File: src/hw/rtl/bba_pkg.sv
`timescale 1ns / 1ps
// ----------------------------------------------------------------------------
// Bitmap block allocator package
// Widths, codes and the control state type shared by the allocator files.
// ----------------------------------------------------------------------------
package bba_pkg;

    localparam int MAP_WORD_BITS = 64;
    localparam int BIT_W         = 6;
    localparam int ADDR_W        = 32;
    localparam int COUNT_W       = 11;
    localparam int SIZE_W        = 17;
    localparam int UNITS_W       = 12;
    localparam int INDEX_OUT_W   = 10;
    localparam int STATUS_W      = 2;
    localparam int CFG_INDEX_W   = 2;
    localparam int CFG_DATA_W    = 32;
    localparam int OFFSET_W      = ADDR_W - BIT_W;

    localparam logic OP_ALLOC = 1'b0;
    localparam logic OP_FREE  = 1'b1;

    localparam logic [STATUS_W-1:0] STATUS_OK      = 2'd0;
    localparam logic [STATUS_W-1:0] STATUS_FULL    = 2'd1;
    localparam logic [STATUS_W-1:0] STATUS_OUTSIDE = 2'd2;

    localparam logic [CFG_INDEX_W-1:0] REG_BLOCK_COUNT  = 2'd0;
    localparam logic [CFG_INDEX_W-1:0] REG_BLOCK_SIZE   = 2'd1;
    localparam logic [CFG_INDEX_W-1:0] REG_BASE_ADDRESS = 2'd2;

    localparam logic [COUNT_W-1:0] BLOCK_COUNT_RESET  = 11'd1024;
    localparam logic [SIZE_W-1:0]  BLOCK_SIZE_RESET   = 17'd64;
    localparam logic [ADDR_W-1:0]  BASE_ADDRESS_RESET = 32'd0;

    typedef enum logic [3:0] {
        ST_IDLE,
        ST_WRAP,
        ST_SCAN_RD,
        ST_SCAN_EVAL,
        ST_MUL,
        ST_ADD,
        ST_DIV,
        ST_FREE_RD,
        ST_FREE_WR,
        ST_RESULT
    } bba_state_t;

endpackage

File: src/hw/rtl/bba_if.sv
`timescale 1ns / 1ps
// ----------------------------------------------------------------------------
// Bitmap block allocator channels
// Request, response and configuration channels with valid/ready handshakes.
// ----------------------------------------------------------------------------
interface bba_req_if;
    import bba_pkg::*;

    logic              valid;
    logic              ready;
    logic              op;
    logic [ADDR_W-1:0] free_address;

    modport source (output valid, op, free_address, input ready);
    modport sink (input valid, op, free_address, output ready);
endinterface

interface bba_rsp_if;
    import bba_pkg::*;

    logic                   valid;
    logic                   ready;
    logic [STATUS_W-1:0]    status;
    logic [INDEX_OUT_W-1:0] block_index;
    logic [ADDR_W-1:0]      block_address;

    modport source (output valid, status, block_index, block_address, input ready);
    modport sink (input valid, status, block_index, block_address, output ready);
endinterface

interface bba_cfg_if;
    import bba_pkg::*;

    logic                   valid;
    logic                   ready;
    logic [CFG_INDEX_W-1:0] index;
    logic [CFG_DATA_W-1:0]  data;

    modport source (output valid, index, data, input ready);
    modport sink (input valid, index, data, output ready);
endinterface

File: src/hw/rtl/bitmap_block_allocator.sv
`timescale 1ns / 1ps
// ----------------------------------------------------------------------------
// Bitmap block allocator
// Next-fit block allocator over a bitmap held in a word-wide synchronous RAM.
// ----------------------------------------------------------------------------
// Allocate: wrap a stale hint into the pool, scan words from it, then multiply
// and add for the address; a full pool skips both, no active word skips it all.
// Free: the 26-step serial divider, then a map read and write unless outside.
// One request is in flight at a time; the response register frees the request
// side as soon as it is loaded. Reset clears the map through per-word valid
// bits at once, zeroes the hint and restores the register defaults.
module bitmap_block_allocator #(
    parameter int MAX_BLOCKS = 1024
) (
    input  logic         clk,
    input  logic         rst_n,
    bba_cfg_if.sink      cfg,
    bba_req_if.sink      req,
    bba_rsp_if.source    rsp
);
    import bba_pkg::*;

    localparam int MAP_WORDS = (MAX_BLOCKS + MAP_WORD_BITS - 1) / MAP_WORD_BITS;
    localparam int WI_W      = (MAP_WORDS > 1) ? $clog2(MAP_WORDS) : 1;
    localparam int WC_W      = $clog2(MAP_WORDS + 1);
    localparam int CNT_W     = $clog2(MAX_BLOCKS + 1);
    localparam int IDX_W     = WI_W + BIT_W;
    localparam int PROD_W    = IDX_W + UNITS_W;

    bba_state_t state_reg;
    bba_state_t state_next;

    logic [COUNT_W-1:0] block_count_reg;
    logic [SIZE_W-1:0]  block_size_reg;
    logic [ADDR_W-1:0]  base_address_reg;

    logic [MAP_WORD_BITS-1:0] map_mem [MAP_WORDS];
    logic [MAP_WORDS-1:0]     map_valid_reg;
    logic [MAP_WORD_BITS-1:0] mem_rdata_reg;
    logic                     rd_valid_reg;

    logic [WI_W-1:0]     hint_reg;
    logic [WI_W-1:0]     cur_reg;
    logic [WC_W-1:0]     scan_reg;
    logic [IDX_W-1:0]    idx_reg;
    logic [PROD_W-1:0]   prod_reg;
    logic [ADDR_W-1:0]   addr_reg;
    logic [STATUS_W-1:0] status_reg;

    logic                   rsp_valid_reg;
    logic [STATUS_W-1:0]    rsp_status_reg;
    logic [INDEX_OUT_W-1:0] rsp_index_reg;
    logic [ADDR_W-1:0]      rsp_address_reg;

    logic [CNT_W-1:0]         cnt_eff;
    logic [WC_W-1:0]          words;
    logic [UNITS_W-1:0]       units;
    logic [WC_W-1:0]          cur_ext;
    logic                     wrap_more;
    logic                     scan_last;
    logic [WI_W-1:0]          cur_step;
    logic [MAP_WORD_BITS-1:0] rd_word;
    logic [MAP_WORD_BITS-1:0] seen_word;
    logic                     word_full;
    logic [MAP_WORD_BITS-1:0] clear_onehot;
    logic [BIT_W-1:0]         low_bit;
    logic [31:0]              first_bit;
    logic [31:0]              bits_left;
    logic [MAP_WORD_BITS-1:0] tail_mask;
    logic [ADDR_W-1:0]        offset;
    logic [31:0]              idx_wide;

    logic                     accept;
    logic                     out_free;
    logic                     out_load;
    logic                     mem_re;
    logic                     mem_we;
    logic [MAP_WORD_BITS-1:0] mem_wdata;
    logic                     div_start;
    logic                     div_done;
    logic [OFFSET_W-1:0]      div_quot;
    logic                     free_outside;

    // Effective pool geometry from the configuration registers.
    always_comb
    begin
        if (32'(block_count_reg) > 32'(MAX_BLOCKS))
        begin
            cnt_eff = CNT_W'(MAX_BLOCKS);
        end
        else
        begin
            cnt_eff = CNT_W'(block_count_reg);
        end
        words = WC_W'((32'(cnt_eff) + 32'(MAP_WORD_BITS - 1)) >> BIT_W);
        if (block_size_reg == '0)
        begin
            units = UNITS_W'(1);
        end
        else
        begin
            units = UNITS_W'((18'(block_size_reg) + 18'(MAP_WORD_BITS - 1)) >> BIT_W);
        end
    end

    always_comb
    begin
        cur_ext   = WC_W'(cur_reg);
        wrap_more = cur_ext >= words;
        scan_last = (scan_reg + 1'b1) == words;
        cur_step  = ((cur_ext + 1'b1) == words) ? '0 : WI_W'(cur_ext + 1'b1);
        offset    = req.free_address - base_address_reg;
        idx_wide  = 32'(idx_reg);
        free_outside = 32'(div_quot) >= 32'(cnt_eff);
    end

    // Map word as the search sees it: blocks past the count read as used.
    always_comb
    begin
        rd_word   = rd_valid_reg ? mem_rdata_reg : '0;
        first_bit = 32'({cur_reg, BIT_W'(0)});
        bits_left = 32'(cnt_eff) - first_bit;
        tail_mask = ~((64'd1 << bits_left[BIT_W-1:0]) - 64'd1);
        if (32'(cnt_eff) <= first_bit)
        begin
            seen_word = '1;
        end
        else if (bits_left >= 32'(MAP_WORD_BITS))
        begin
            seen_word = rd_word;
        end
        else
        begin
            seen_word = rd_word | tail_mask;
        end
        word_full    = seen_word == '1;
        clear_onehot = ~seen_word & (seen_word + 64'd1);
    end

    always_comb
    begin
        low_bit = '0;
        for (int i = 0; i < MAP_WORD_BITS; i++)
        begin
            if (clear_onehot[i])
            begin
                low_bit = low_bit | BIT_W'(i);
            end
        end
    end

    always_comb
    begin
        state_next = state_reg;
        case (state_reg)
            ST_IDLE:
            begin
                if (req.valid)
                begin
                    if (req.op == OP_FREE)
                    begin
                        state_next = ST_DIV;
                    end
                    else if (words == '0)
                    begin
                        state_next = ST_RESULT;
                    end
                    else
                    begin
                        state_next = ST_WRAP;
                    end
                end
            end
            ST_WRAP:
            begin
                if (!wrap_more)
                begin
                    state_next = ST_SCAN_RD;
                end
            end
            ST_SCAN_RD:
            begin
                state_next = ST_SCAN_EVAL;
            end
            ST_SCAN_EVAL:
            begin
                if (!word_full)
                begin
                    state_next = ST_MUL;
                end
                else if (scan_last)
                begin
                    state_next = ST_RESULT;
                end
                else
                begin
                    state_next = ST_SCAN_RD;
                end
            end
            ST_MUL:
            begin
                state_next = ST_ADD;
            end
            ST_ADD:
            begin
                state_next = ST_RESULT;
            end
            ST_DIV:
            begin
                if (div_done)
                begin
                    state_next = free_outside ? ST_RESULT : ST_FREE_RD;
                end
            end
            ST_FREE_RD:
            begin
                state_next = ST_FREE_WR;
            end
            ST_FREE_WR:
            begin
                state_next = ST_RESULT;
            end
            ST_RESULT:
            begin
                if (out_free)
                begin
                    state_next = ST_IDLE;
                end
            end
            default:
            begin
                state_next = ST_IDLE;
            end
        endcase
    end

    always_comb
    begin
        req.ready = 1'b0;
        mem_re    = 1'b0;
        mem_we    = 1'b0;
        mem_wdata = rd_word;
        div_start = 1'b0;
        out_load  = 1'b0;
        out_free  = !rsp_valid_reg || rsp.ready;
        case (state_reg)
            ST_IDLE:
            begin
                req.ready = 1'b1;
                div_start = req.valid && (req.op == OP_FREE);
            end
            ST_SCAN_RD, ST_FREE_RD:
            begin
                mem_re = 1'b1;
            end
            ST_SCAN_EVAL:
            begin
                mem_we    = !word_full;
                mem_wdata = rd_word | clear_onehot;
            end
            ST_FREE_WR:
            begin
                mem_we    = 1'b1;
                mem_wdata = rd_word & ~(64'd1 << idx_reg[BIT_W-1:0]);
            end
            ST_RESULT:
            begin
                out_load = out_free;
            end
            default:
            begin
                mem_re = 1'b0;
            end
        endcase
        accept = req.valid && req.ready;
    end

    always_ff @(posedge clk or negedge rst_n)
    begin
        if (!rst_n)
        begin
            state_reg <= ST_IDLE;
        end
        else
        begin
            state_reg <= state_next;
        end
    end

    always_ff @(posedge clk or negedge rst_n)
    begin
        if (!rst_n)
        begin
            block_count_reg  <= BLOCK_COUNT_RESET;
            block_size_reg   <= BLOCK_SIZE_RESET;
            base_address_reg <= BASE_ADDRESS_RESET;
        end
        else if (cfg.valid && cfg.ready)
        begin
            case (cfg.index)
                REG_BLOCK_COUNT:  block_count_reg  <= cfg.data[COUNT_W-1:0];
                REG_BLOCK_SIZE:   block_size_reg   <= cfg.data[SIZE_W-1:0];
                REG_BASE_ADDRESS: base_address_reg <= cfg.data[ADDR_W-1:0];
                default:          block_count_reg  <= block_count_reg;
            endcase
        end
    end

    always_ff @(posedge clk)
    begin
        if (mem_we)
        begin
            map_mem[cur_reg] <= mem_wdata;
        end
        if (mem_re)
        begin
            mem_rdata_reg <= map_mem[cur_reg];
        end
    end

    always_ff @(posedge clk or negedge rst_n)
    begin
        if (!rst_n)
        begin
            map_valid_reg <= '0;
            rd_valid_reg  <= 1'b0;
            hint_reg      <= '0;
            rsp_valid_reg <= 1'b0;
        end
        else
        begin
            if (mem_we)
            begin
                map_valid_reg[cur_reg] <= 1'b1;
                hint_reg               <= cur_reg;
            end
            if (mem_re)
            begin
                rd_valid_reg <= map_valid_reg[cur_reg];
            end
            if (out_load)
            begin
                rsp_valid_reg <= 1'b1;
            end
            else if (rsp.ready)
            begin
                rsp_valid_reg <= 1'b0;
            end
        end
    end

    always_ff @(posedge clk)
    begin
        case (state_reg)
            ST_IDLE:
            begin
                if (accept)
                begin
                    cur_reg  <= hint_reg;
                    idx_reg  <= '0;
                    addr_reg <= '0;
                    if (req.op == OP_ALLOC && words == '0)
                    begin
                        status_reg <= STATUS_FULL;
                    end
                    else
                    begin
                        status_reg <= STATUS_OK;
                    end
                end
            end
            ST_WRAP:
            begin
                scan_reg <= '0;
                if (wrap_more)
                begin
                    cur_reg <= WI_W'(cur_ext - words);
                end
            end
            ST_SCAN_EVAL:
            begin
                if (!word_full)
                begin
                    idx_reg <= {cur_reg, low_bit};
                end
                else if (scan_last)
                begin
                    status_reg <= STATUS_FULL;
                end
                else
                begin
                    cur_reg  <= cur_step;
                    scan_reg <= scan_reg + 1'b1;
                end
            end
            ST_MUL:
            begin
                prod_reg <= PROD_W'(idx_reg) * PROD_W'(units);
            end
            ST_ADD:
            begin
                addr_reg <= base_address_reg + ADDR_W'({prod_reg, BIT_W'(0)});
            end
            ST_DIV:
            begin
                if (div_done)
                begin
                    if (free_outside)
                    begin
                        status_reg <= STATUS_OUTSIDE;
                    end
                    else
                    begin
                        idx_reg <= div_quot[IDX_W-1:0];
                        cur_reg <= div_quot[BIT_W +: WI_W];
                    end
                end
            end
            ST_RESULT:
            begin
                if (out_load)
                begin
                    rsp_status_reg  <= status_reg;
                    rsp_index_reg   <= idx_wide[INDEX_OUT_W-1:0];
                    rsp_address_reg <= addr_reg;
                end
            end
            default:
            begin
                addr_reg <= addr_reg;
            end
        endcase
    end

    bba_divider #(
        .DIVIDEND_W (OFFSET_W),
        .DIVISOR_W  (UNITS_W)
    ) u_divider (
        .clk      (clk),
        .rst_n    (rst_n),
        .start    (div_start),
        .dividend (offset[ADDR_W-1:BIT_W]),
        .divisor  (units),
        .done     (div_done),
        .quotient (div_quot)
    );

    assign cfg.ready         = 1'b1;
    assign rsp.valid         = rsp_valid_reg;
    assign rsp.status        = rsp_status_reg;
    assign rsp.block_index   = rsp_index_reg;
    assign rsp.block_address = rsp_address_reg;

    a_write_in_pool: assert property (@(posedge clk) disable iff (!rst_n)
        mem_we |-> (WC_W'(cur_reg) < words))
        else $error("map write outside the active word range");

    a_fail_zero: assert property (@(posedge clk) disable iff (!rst_n)
        (rsp.valid && rsp.status != STATUS_OK) |->
            (rsp.block_index == '0 && rsp.block_address == '0))
        else $error("failed response carries a nonzero index or address");

    a_div_owner: assert property (@(posedge clk) disable iff (!rst_n)
        div_done |-> (state_reg == ST_DIV))
        else $error("divider finished outside a free request");

endmodule

File: src/hw/rtl/bba_divider.sv
`timescale 1ns / 1ps
// ----------------------------------------------------------------------------
// Bitmap block allocator divider
// Restoring divider that produces one quotient bit per cycle.
// ----------------------------------------------------------------------------
module bba_divider #(
    parameter int DIVIDEND_W = 26,
    parameter int DIVISOR_W  = 12
) (
    input  logic                  clk,
    input  logic                  rst_n,
    input  logic                  start,
    input  logic [DIVIDEND_W-1:0] dividend,
    input  logic [DIVISOR_W-1:0]  divisor,
    output logic                  done,
    output logic [DIVIDEND_W-1:0] quotient
);
    localparam int STEP_W = $clog2(DIVIDEND_W + 1);

    logic                  busy_reg;
    logic                  done_reg;
    logic [STEP_W-1:0]     step_reg;
    logic [DIVIDEND_W-1:0] quot_reg;
    logic [DIVISOR_W-1:0]  rem_reg;
    logic [DIVISOR_W-1:0]  divisor_reg;

    logic [DIVISOR_W:0]    rem_shift;
    logic                  fits;
    logic [DIVISOR_W-1:0]  rem_next;
    logic [DIVIDEND_W-1:0] quot_next;

    always_comb
    begin
        rem_shift = {rem_reg, quot_reg[DIVIDEND_W-1]};
        fits      = rem_shift >= {1'b0, divisor_reg};
        rem_next  = fits ? DIVISOR_W'(rem_shift - {1'b0, divisor_reg})
                         : DIVISOR_W'(rem_shift);
        quot_next = {quot_reg[DIVIDEND_W-2:0], fits};
    end

    always_ff @(posedge clk or negedge rst_n)
    begin
        if (!rst_n)
        begin
            busy_reg <= 1'b0;
            done_reg <= 1'b0;
            step_reg <= '0;
        end
        else if (start)
        begin
            busy_reg <= 1'b1;
            done_reg <= 1'b0;
            step_reg <= '0;
        end
        else if (busy_reg)
        begin
            step_reg <= step_reg + 1'b1;
            if (step_reg == STEP_W'(DIVIDEND_W - 1))
            begin
                busy_reg <= 1'b0;
                done_reg <= 1'b1;
            end
        end
        else
        begin
            done_reg <= 1'b0;
        end
    end

    always_ff @(posedge clk)
    begin
        if (start)
        begin
            quot_reg    <= dividend;
            rem_reg     <= '0;
            divisor_reg <= divisor;
        end
        else if (busy_reg)
        begin
            quot_reg <= quot_next;
            rem_reg  <= rem_next;
        end
    end

    assign done     = done_reg;
    assign quotient = quot_reg;

endmodule

File: src/flat_wrapper.sv
// flat-port wrapper written by rule: the top's interface ports become plain ports
module bitmap_block_allocator_flat import bba_pkg::*;
#(
    parameter int MAX_BLOCKS = 1024
)
  (clk, rst_n, cfg_valid, cfg_index, cfg_data, cfg_ready, req_valid, req_op, req_free_address, req_ready, rsp_valid, rsp_status, rsp_block_index, rsp_block_address, rsp_ready);
  bba_cfg_if cfg_i ();
  bba_req_if req_i ();
  bba_rsp_if rsp_i ();
  input  logic clk;
  input  logic rst_n;
  input wire logic [$bits(cfg_i.valid)-1:0] cfg_valid;
  input wire logic [$bits(cfg_i.index)-1:0] cfg_index;
  input wire logic [$bits(cfg_i.data)-1:0] cfg_data;
  output wire logic [$bits(cfg_i.ready)-1:0] cfg_ready;
  input wire logic [$bits(req_i.valid)-1:0] req_valid;
  input wire logic [$bits(req_i.op)-1:0] req_op;
  input wire logic [$bits(req_i.free_address)-1:0] req_free_address;
  output wire logic [$bits(req_i.ready)-1:0] req_ready;
  output wire logic [$bits(rsp_i.valid)-1:0] rsp_valid;
  output wire logic [$bits(rsp_i.status)-1:0] rsp_status;
  output wire logic [$bits(rsp_i.block_index)-1:0] rsp_block_index;
  output wire logic [$bits(rsp_i.block_address)-1:0] rsp_block_address;
  input wire logic [$bits(rsp_i.ready)-1:0] rsp_ready;
  assign cfg_i.valid = cfg_valid;
  assign cfg_i.index = cfg_index;
  assign cfg_i.data = cfg_data;
  assign cfg_ready = cfg_i.ready;
  assign req_i.valid = req_valid;
  assign req_i.op = req_op;
  assign req_i.free_address = req_free_address;
  assign req_ready = req_i.ready;
  assign rsp_valid = rsp_i.valid;
  assign rsp_status = rsp_i.status;
  assign rsp_block_index = rsp_i.block_index;
  assign rsp_block_address = rsp_i.block_address;
  assign rsp_i.ready = rsp_ready;
  bitmap_block_allocator #(.MAX_BLOCKS(MAX_BLOCKS)) u_core (.clk(clk), .rst_n(rst_n), .cfg(cfg_i), .req(req_i), .rsp(rsp_i));
endmodule
File: config.mk
export PLATFORM = sky130hd
export DESIGN_NAME = bitmap_block_allocator_flat
export DESIGN_NICKNAME = d
export VERILOG_FILES = /design/src/hw/rtl/bba_pkg.sv /design/src/hw/rtl/bba_if.sv /design/src/hw/rtl/bitmap_block_allocator.sv /design/src/hw/rtl/bba_divider.sv /design/src/flat_wrapper.sv
export SDC_FILE = /design/constraint.sdc
export NUM_CORES = 2
export LEC_CHECK = 0
export ABC_AREA = 0
export BUFFER_PORTS_ARGS = -buffer_cell sky130_fd_sc_hd__buf_2
export CORE_MARGIN = 2
export CORE_UTILIZATION = 50
export DETAILED_ROUTE_END_ITERATION = 16
export PLACE_DENSITY_LB_ADDON = 0.08
export SETUP_SLACK_MARGIN = 0.2
export SLEW_MARGIN = 10
export SYNTH_ARGS = -nofsm -noshare
export SYNTH_HDL_FRONTEND = slang
export SYNTH_SLANG_ARGS = --single-unit
export TNS_END_PERCENT = 5
File: constraint.sdc
create_clock -name clk -period 10.9 [get_ports clk]
set_input_delay 0.545 -clock clk [delete_from_list [all_inputs] [get_ports clk]]
set_output_delay 0.545 -clock clk [all_outputs]
set_load 0.05 [all_outputs]
# Yosys cells after proc, flatten, opt, wreduce, memory -nomap -nowiden
# Memory sizes are Yosys's and may differ from the RTL's. A register that Yosys moved wholly into a read port is not among the register bits.
# Index checks and enable logic that the tools add are counted.
# totals
register_bits	262
ramBits	1024
inputBits	72
out_inout_bits	47
wordCells	309
memories	1
# op_classes
add_sub_neg	12
mul	1
order_cmp	8
n_eq_ne	32
shifts	2
n_mux	190
n_bitwise	9
n_reduce_logical	31
# mem_list
memory	depth	width	read_ports	rd_clocked_by_memory_dff	write_ports	line_no	text
u_core.map_mem	16	64	1	1	1	bitmap_block_allocator.sv:37	logic [MAP_WORD_BITS-1:0] map_mem [MAP_WORDS];
# op_table
operator	n
two-way mux 64 bit	4
two-way mux 32 bit	6
two-way mux 6 bit	32
inverter 64 bit	3
two-way mux 4 bit	44
bitwise AND 64 bit	2
bitwise OR 64 bit	2
case mux 64 bit (2 select lines)	1
left shift 1 x 6 -> 64 bit, first input constant	2
two-way mux 5 bit	24
two-way mux 10 bit	11
two-way mux 26 bit	3
adder 64 x 1 -> 64 bit, second input constant	1
== test 64 bit, second input constant	1
case mux 32 bit (2 select lines)	1
subtractor 64 x 1 -> 64 bit, second input constant	1
two-way mux 12 bit	4
two-way mux 2 bit	18
case mux 4 bit (9 select lines)	1
two-way mux 17 bit	2
two-way mux 11 bit	3
adder 32 x 28 -> 32 bit	1
greater-or-equal comparator 32 x 7 -> 1 bit, second input constant	1
subtractor 32 bit	1
54 further kinds	116

# Depth between registers and ports, before layout
# depth
depth_word	78
depth_mapped	30
mapped_depth_nobuf	29

# Hierarchy
# From an unflattened synthesis, not the netlist that was laid out.
# hier_totals
hier_cells	4036
area_unflattened_um2	63174.3
# by_module_without_submodules
module	instances	cells_each	area_each_um2	seq_area_each_um2
bitmap_block_allocator	1	3788	60162.7	38399.3
bba_divider	1	248	3011.6	1556.5

# Worst setup path after synthesis
# Ideal clock, no wire load.
# synth_path
path_kind	reg2reg
start	register u_core.cur_reg[1]
end	memory u_core.map_mem[11][0], enable pin
setup_time_ps	567
arrival_ps	9085
t_required_ps	10333
path_slack_ps	1248
stages_incl_launch_ff	21
n_path_buf	6
synth_period_minus_slack_ps	9652
path_cell_list	edfxtp_1 clkbuf_1 clkbuf_1 buf_1 inv_1 ha_1 nor2b_1 o21ai_1 mux2_2 nor2_1 clkbuf_1 buf_1 a211oi_1 o22ai_1 nor4_1 nand4_1 nor4_4 nand3_2 a22oi_4 buf_4 nor3_1
# synth_between
elab_chain_cells	10
word_cells_on_any_way	11
cone_classes	add/sub (1); order compare (2); eq/ne (1); mux (6); reduce/logical (1)
# synth_rtl
item	line_no	text
start, declared	bitmap_block_allocator.sv:43	logic [WI_W-1:0] cur_reg;
start signal, assigned	bitmap_block_allocator.sv:359	cur_reg <= hint_reg;
start signal, assigned	bitmap_block_allocator.sv:377	cur_reg <= WI_W'(cur_ext - words);
start signal, assigned	bitmap_block_allocator.sv:392	cur_reg <= cur_step;
subtractor 11 x 10 -> 12 bit	bitmap_block_allocator.sv:122	bits_left = 32'(cnt_eff) - first_bit;
greater-or-equal comparator 32 x 7 -> 1 bit	bitmap_block_allocator.sv:128	else if (bits_left >= 32'(MAP_WORD_BITS))
two-way mux 64 bit	bitmap_block_allocator.sv:128	
two-way mux 64 bit (2 in a row)	bitmap_block_allocator.sv:124	if (32'(cnt_eff) <= first_bit)
== test 64 bit	bitmap_block_allocator.sv:136	word_full = seen_word == '1;
zero test 1 bit	n/a	
case mux 1 bit (2 select lines)	bitmap_block_allocator.sv:246	case (state_reg)
two-way mux 1 bit	bitmap_block_allocator.sv:311	if (mem_we)
two-way mux 1 bit (implied by the code)	bitmap_block_allocator.sv:313	map_mem[cur_reg] <= mem_wdata;
end, declared	bitmap_block_allocator.sv:37	
# Several ways; a longest one is shown, not always the timed one. The select of a mux whose other input is x is not followed.

# Final worst setup path
# layout_path
start	register u_core.block_count_reg[10]
end	memory u_core.map_mem[2][44], enable pin
# layout_between
elab_chain_cells	15
word_cells_on_any_way	17
cone_classes	add/sub (2); order compare (3); eq/ne (1); shift (1); mux (7); bitwise (2); reduce/logical (1)
# layout_rtl
item	line_no	text
start, declared	bitmap_block_allocator.sv:33	logic [COUNT_W-1:0] block_count_reg;
start signal, assigned	bitmap_block_allocator.sv:301	REG_BLOCK_COUNT: block_count_reg <= cfg.data[COUNT_W-1:0];
start signal, assigned	bitmap_block_allocator.sv:304	default: block_count_reg <= block_count_reg;
> comparator 11 bit	bitmap_block_allocator.sv:87	if (32'(block_count_reg) > 32'(MAX_BLOCKS))
two-way mux 11 bit *	bitmap_block_allocator.sv:87	
subtractor 11 x 10 -> 12 bit	bitmap_block_allocator.sv:122	
left shift 1 x 6 -> 64 bit	bitmap_block_allocator.sv:123	tail_mask = ~((64'd1 << bits_left[BIT_W-1:0]) - 64'd1);
subtractor 64 x 1 -> 64 bit	bitmap_block_allocator.sv:123	
inverter 64 bit	bitmap_block_allocator.sv:123	
bitwise OR 64 bit	bitmap_block_allocator.sv:134	seen_word = rd_word | tail_mask;
two-way mux 64 bit	bitmap_block_allocator.sv:128	
two-way mux 64 bit	bitmap_block_allocator.sv:124	
two-way mux 64 bit *	bitmap_block_allocator.sv:124	
== test 64 bit *	bitmap_block_allocator.sv:136	
zero test 1 bit *	n/a	
case mux 1 bit (2 select lines) *	bitmap_block_allocator.sv:246	
two-way mux 1 bit *	bitmap_block_allocator.sv:311	
two-way mux 1 bit (implied by the code) *	bitmap_block_allocator.sv:313	
# Mark *: on every way between the ends. The rest lies on a longest branch, timed or not. The select of a mux whose other input is x is not followed.

==> out/summary.txt <==
RSZ-0062 raised after global routing = no
vias per cell = 6.14
max FFs per register = 1024
DIE HEIGHT = 358 um
Mapped Cells = 4021
Mapped Avg Cell Area = 15.6 um2
slew margin rel. = 16.7%
Final Worst Setup Slack = 2790 ps
final hold violations = 0
number of distinct library cells after synthesis = 96
clk buf depth = 3
required time worst endpoint = 11360 ps
wire length per cell = 28.9 um
clk slew on worst S/H paths = 60 ps
Primary FF master, synth = edfxtp_1
antenna violations before repair = 5
Ports = 119
first-pass GRT wire length = 252 mm
worst setup path category = reg -> reg
global route total overflow = 0
crit path DAT = 8570 ps
layout cells sized above 1 = 21.5%
Core ar. = 124000 um2
gpl congestion = 1.05
Commonest cells post-synth = 1245 x edfxtp_1, 325 x mux4_2, 308 x nand2_1
residual DRC count = 0
post-layout util = 57.1%
Leak = 23.5 nW
post-route ant nets = 0
vias in the first global route = 36.8k
met2 Usage GRT = 44.9%
Cell Area, Synth = 62600 um2
setup_tns = 0 ps
post-detail-place hpwl = 116 mm
Seq cells post-synth = 1350
Post-CTS Resized = 0
Area Growth Syn to Fin = 13.0%
share of total power in combinational logic = 44.6%
Seq/Total Area, Yosys = 63.8%
Routed WL = 173 mm
endpoint class of the critical path = register
fillers = 9784
Setup Skew = 36.0 ps
Post-Syn Nets = 4323
Final min period = 8110 ps
Iteration-0 DRC Markers = 3645
Net Sw Frac = 38.0%
Setup violations, final = 0
CTS root buf = clkbuf_16
Most Crowded Layer GR = met2
final instance area = 70800 um2
CTS tree = yes
Synth area leader = edfxtp_1
VDD IR max = 593 uV
GR Util met1 = 37.0%
placed cell areas = 65800 um2
GR Util met3 = 3.92%
clock latency on the worst-skew pair = 800 ps
Power Dens Cells = 310 nW/um2
Int Pwr = 13.6 mW
Post-synth EDFFs = 1245
Pins Over Slew Limit = 0
outcome = completed
gr usage total = 27.3%
worst-path fanout max = 36
max-cap viol count = 0
Worst-Margin Slew = 1250 ps
clock share of power = 22.3%
CP Launch Type = register
initial core utilization = 50.5%
Hold WC Path Type = in -> reg
top cell type's share of synthesized area = 59.7%
number of synthesis warnings = 0
Sequential Power Share = 33.1%
Final nets = 4536
P_sw = 8.34 mW
Power Total = 22.0 mW
IO Port Bufs = 117
DP Worst Slack = 2910 ps
top-count cell post-synth = edfxtp_1
CTS H-tree lvls = 4
largest net degree at the start of global routing = 109
Vias = 36.8k
Cell Rows = 129
Die W = 358 um
FMAX = 123 MHz
fin crit share = 74.4%
drt pass-1 iters = 6
total CTS buffers = 143
Async SR Flop Fraction = 6.89%
Synth area leaders = edfxtp_1 60%, mux4_2 12%, dfrtp_1 3.6%
CTS sink cnt = 1350
Die Area = 128000 um2
## per-layer routing
metal	wire [um]	up-vias	part of all wire (%)
met2	84300	1326	49
met4	7170	0	4.1
met1	71800	19091	42
met5	0	-	0
met3	9620	346	5.6
li1	-	16043	-
## path summary, 6_finish.rpt
kind / from / end / slack (ps) / cells past startpoint
setup reg to reg: u_core.block_count_reg[10] / u_core.map_mem[2][44] / 2790 / 19
setup / recovery: u_core.block_count_reg[10] / u_core.map_mem[2][44] / 2790 / 19
max in group asynchronous: rst_n / u_core.block_count_reg[0] / 9110 / 4
min in group asynchronous: rst_n / u_core.base_address_reg[11] / 220 / 2
hold reg to reg: u_core.addr_reg[21] / u_core.rsp.block_address[21] / 420 / 0
hold / removal: cfg_data[4] / u_core.block_count_reg[4] / 50 / 3
## critical path, cell delays in order (launching register included)
cell	delay [ps]
dfstp_2	530
clkinv_1	430
nand2_1	330
inv_1	70
ha_1	310
nor2b_1	140
o21ai_1	440
mux2_2	250
a221o_1	180
nand3_1	840
o311a_1	730
nor4_2	500
nand4_1	420
nor4_4	340
buf_4	250
nand3_2	160
a22oi_4	580
or3_1	520
nor2_4	290
buf_4	410
## layout make-up
cell class | count | area, um2 | area share [%]
antenna | 1 | 2.50 | 0.00354
clock buffer | 181 | 3810 | 5.39
multi-input combinational | 2285 | 21400 | 30.3
timing repair buffer | 277 | 1880 | 2.65
clock inverter | 83 | 996 | 1.41
tap | 1637 | 2050 | 2.89
sequential | 1350 | 40000 | 56.5
inverter | 177 | 669 | 0.946
## logic make-up (layout without fill, tap and decap cells)
group / Yosys count / count (layout) / synth area share (%)
DFF: 1350 / 1350 / 63.8
and+or+nand+nor: 973 / 973 / 7.55
AOI/OAI and AO/OA: 550 / 550 / 5.84
muxes: 407 / 407 / 13.1
buffers and inverters: 386 / 718 / 2.35
adders and majority gates: 230 / 230 / 5.58
xor gates and xnor gates: 124 / 124 / 1.73
other: 1 / 2 / 0.00599
## layout by cell type (no fill, tap or decap), types with 31 or more instances in the layout
master     netlist  final
buf_4            2    138
nand2_1        308    308
fa_1            82     82
clkbuf_16        0    145
mux4_2         325    325
xor2_1          53     53
xnor2_1         71     70
o21ai_0        147    144
o22ai_1         38     31
edfxtp_1      1245   1245
ha_1           148    148
nand2b_1        38     38
clkbuf_1       161     31
nor3_1          63     49
a21oi_1         94     93
o211ai_1        39     39
buf_2           13    116
inv_1          174    174
nor2_1         225    221
mux2_2          65     65
dfrtp_1         91     90
and2_1          69     69
clkinv_1         3     31
nand3_1         75     73
## per-stage QoR
stage                     hold WS [ps]  std cells
after global routing              26.3       5990
final                             51.9       5991
after global placement             401       5706
after floorplan                    249       4021
after CTS                         2.66       5990
after detailed placement           406       5706
## power by group through the flow
stage	sequential [mW]	clock, mW	combinational (mW)
floorplan	7.10	0	7.16
global placement	7.35	0	9.85
detailed placement	7.36	0	9.86
CTS	7.26	5.01	9.94
global route	7.31	5.22	10.9
finish	7.26	4.91	9.80
## what timing repair did
item / CTS / global route
hold endpoints to repair: 45 / 0
buffers inserted: 0 / 0
hold buffers: 20 / 0
(Power assumes the default switching activity.)
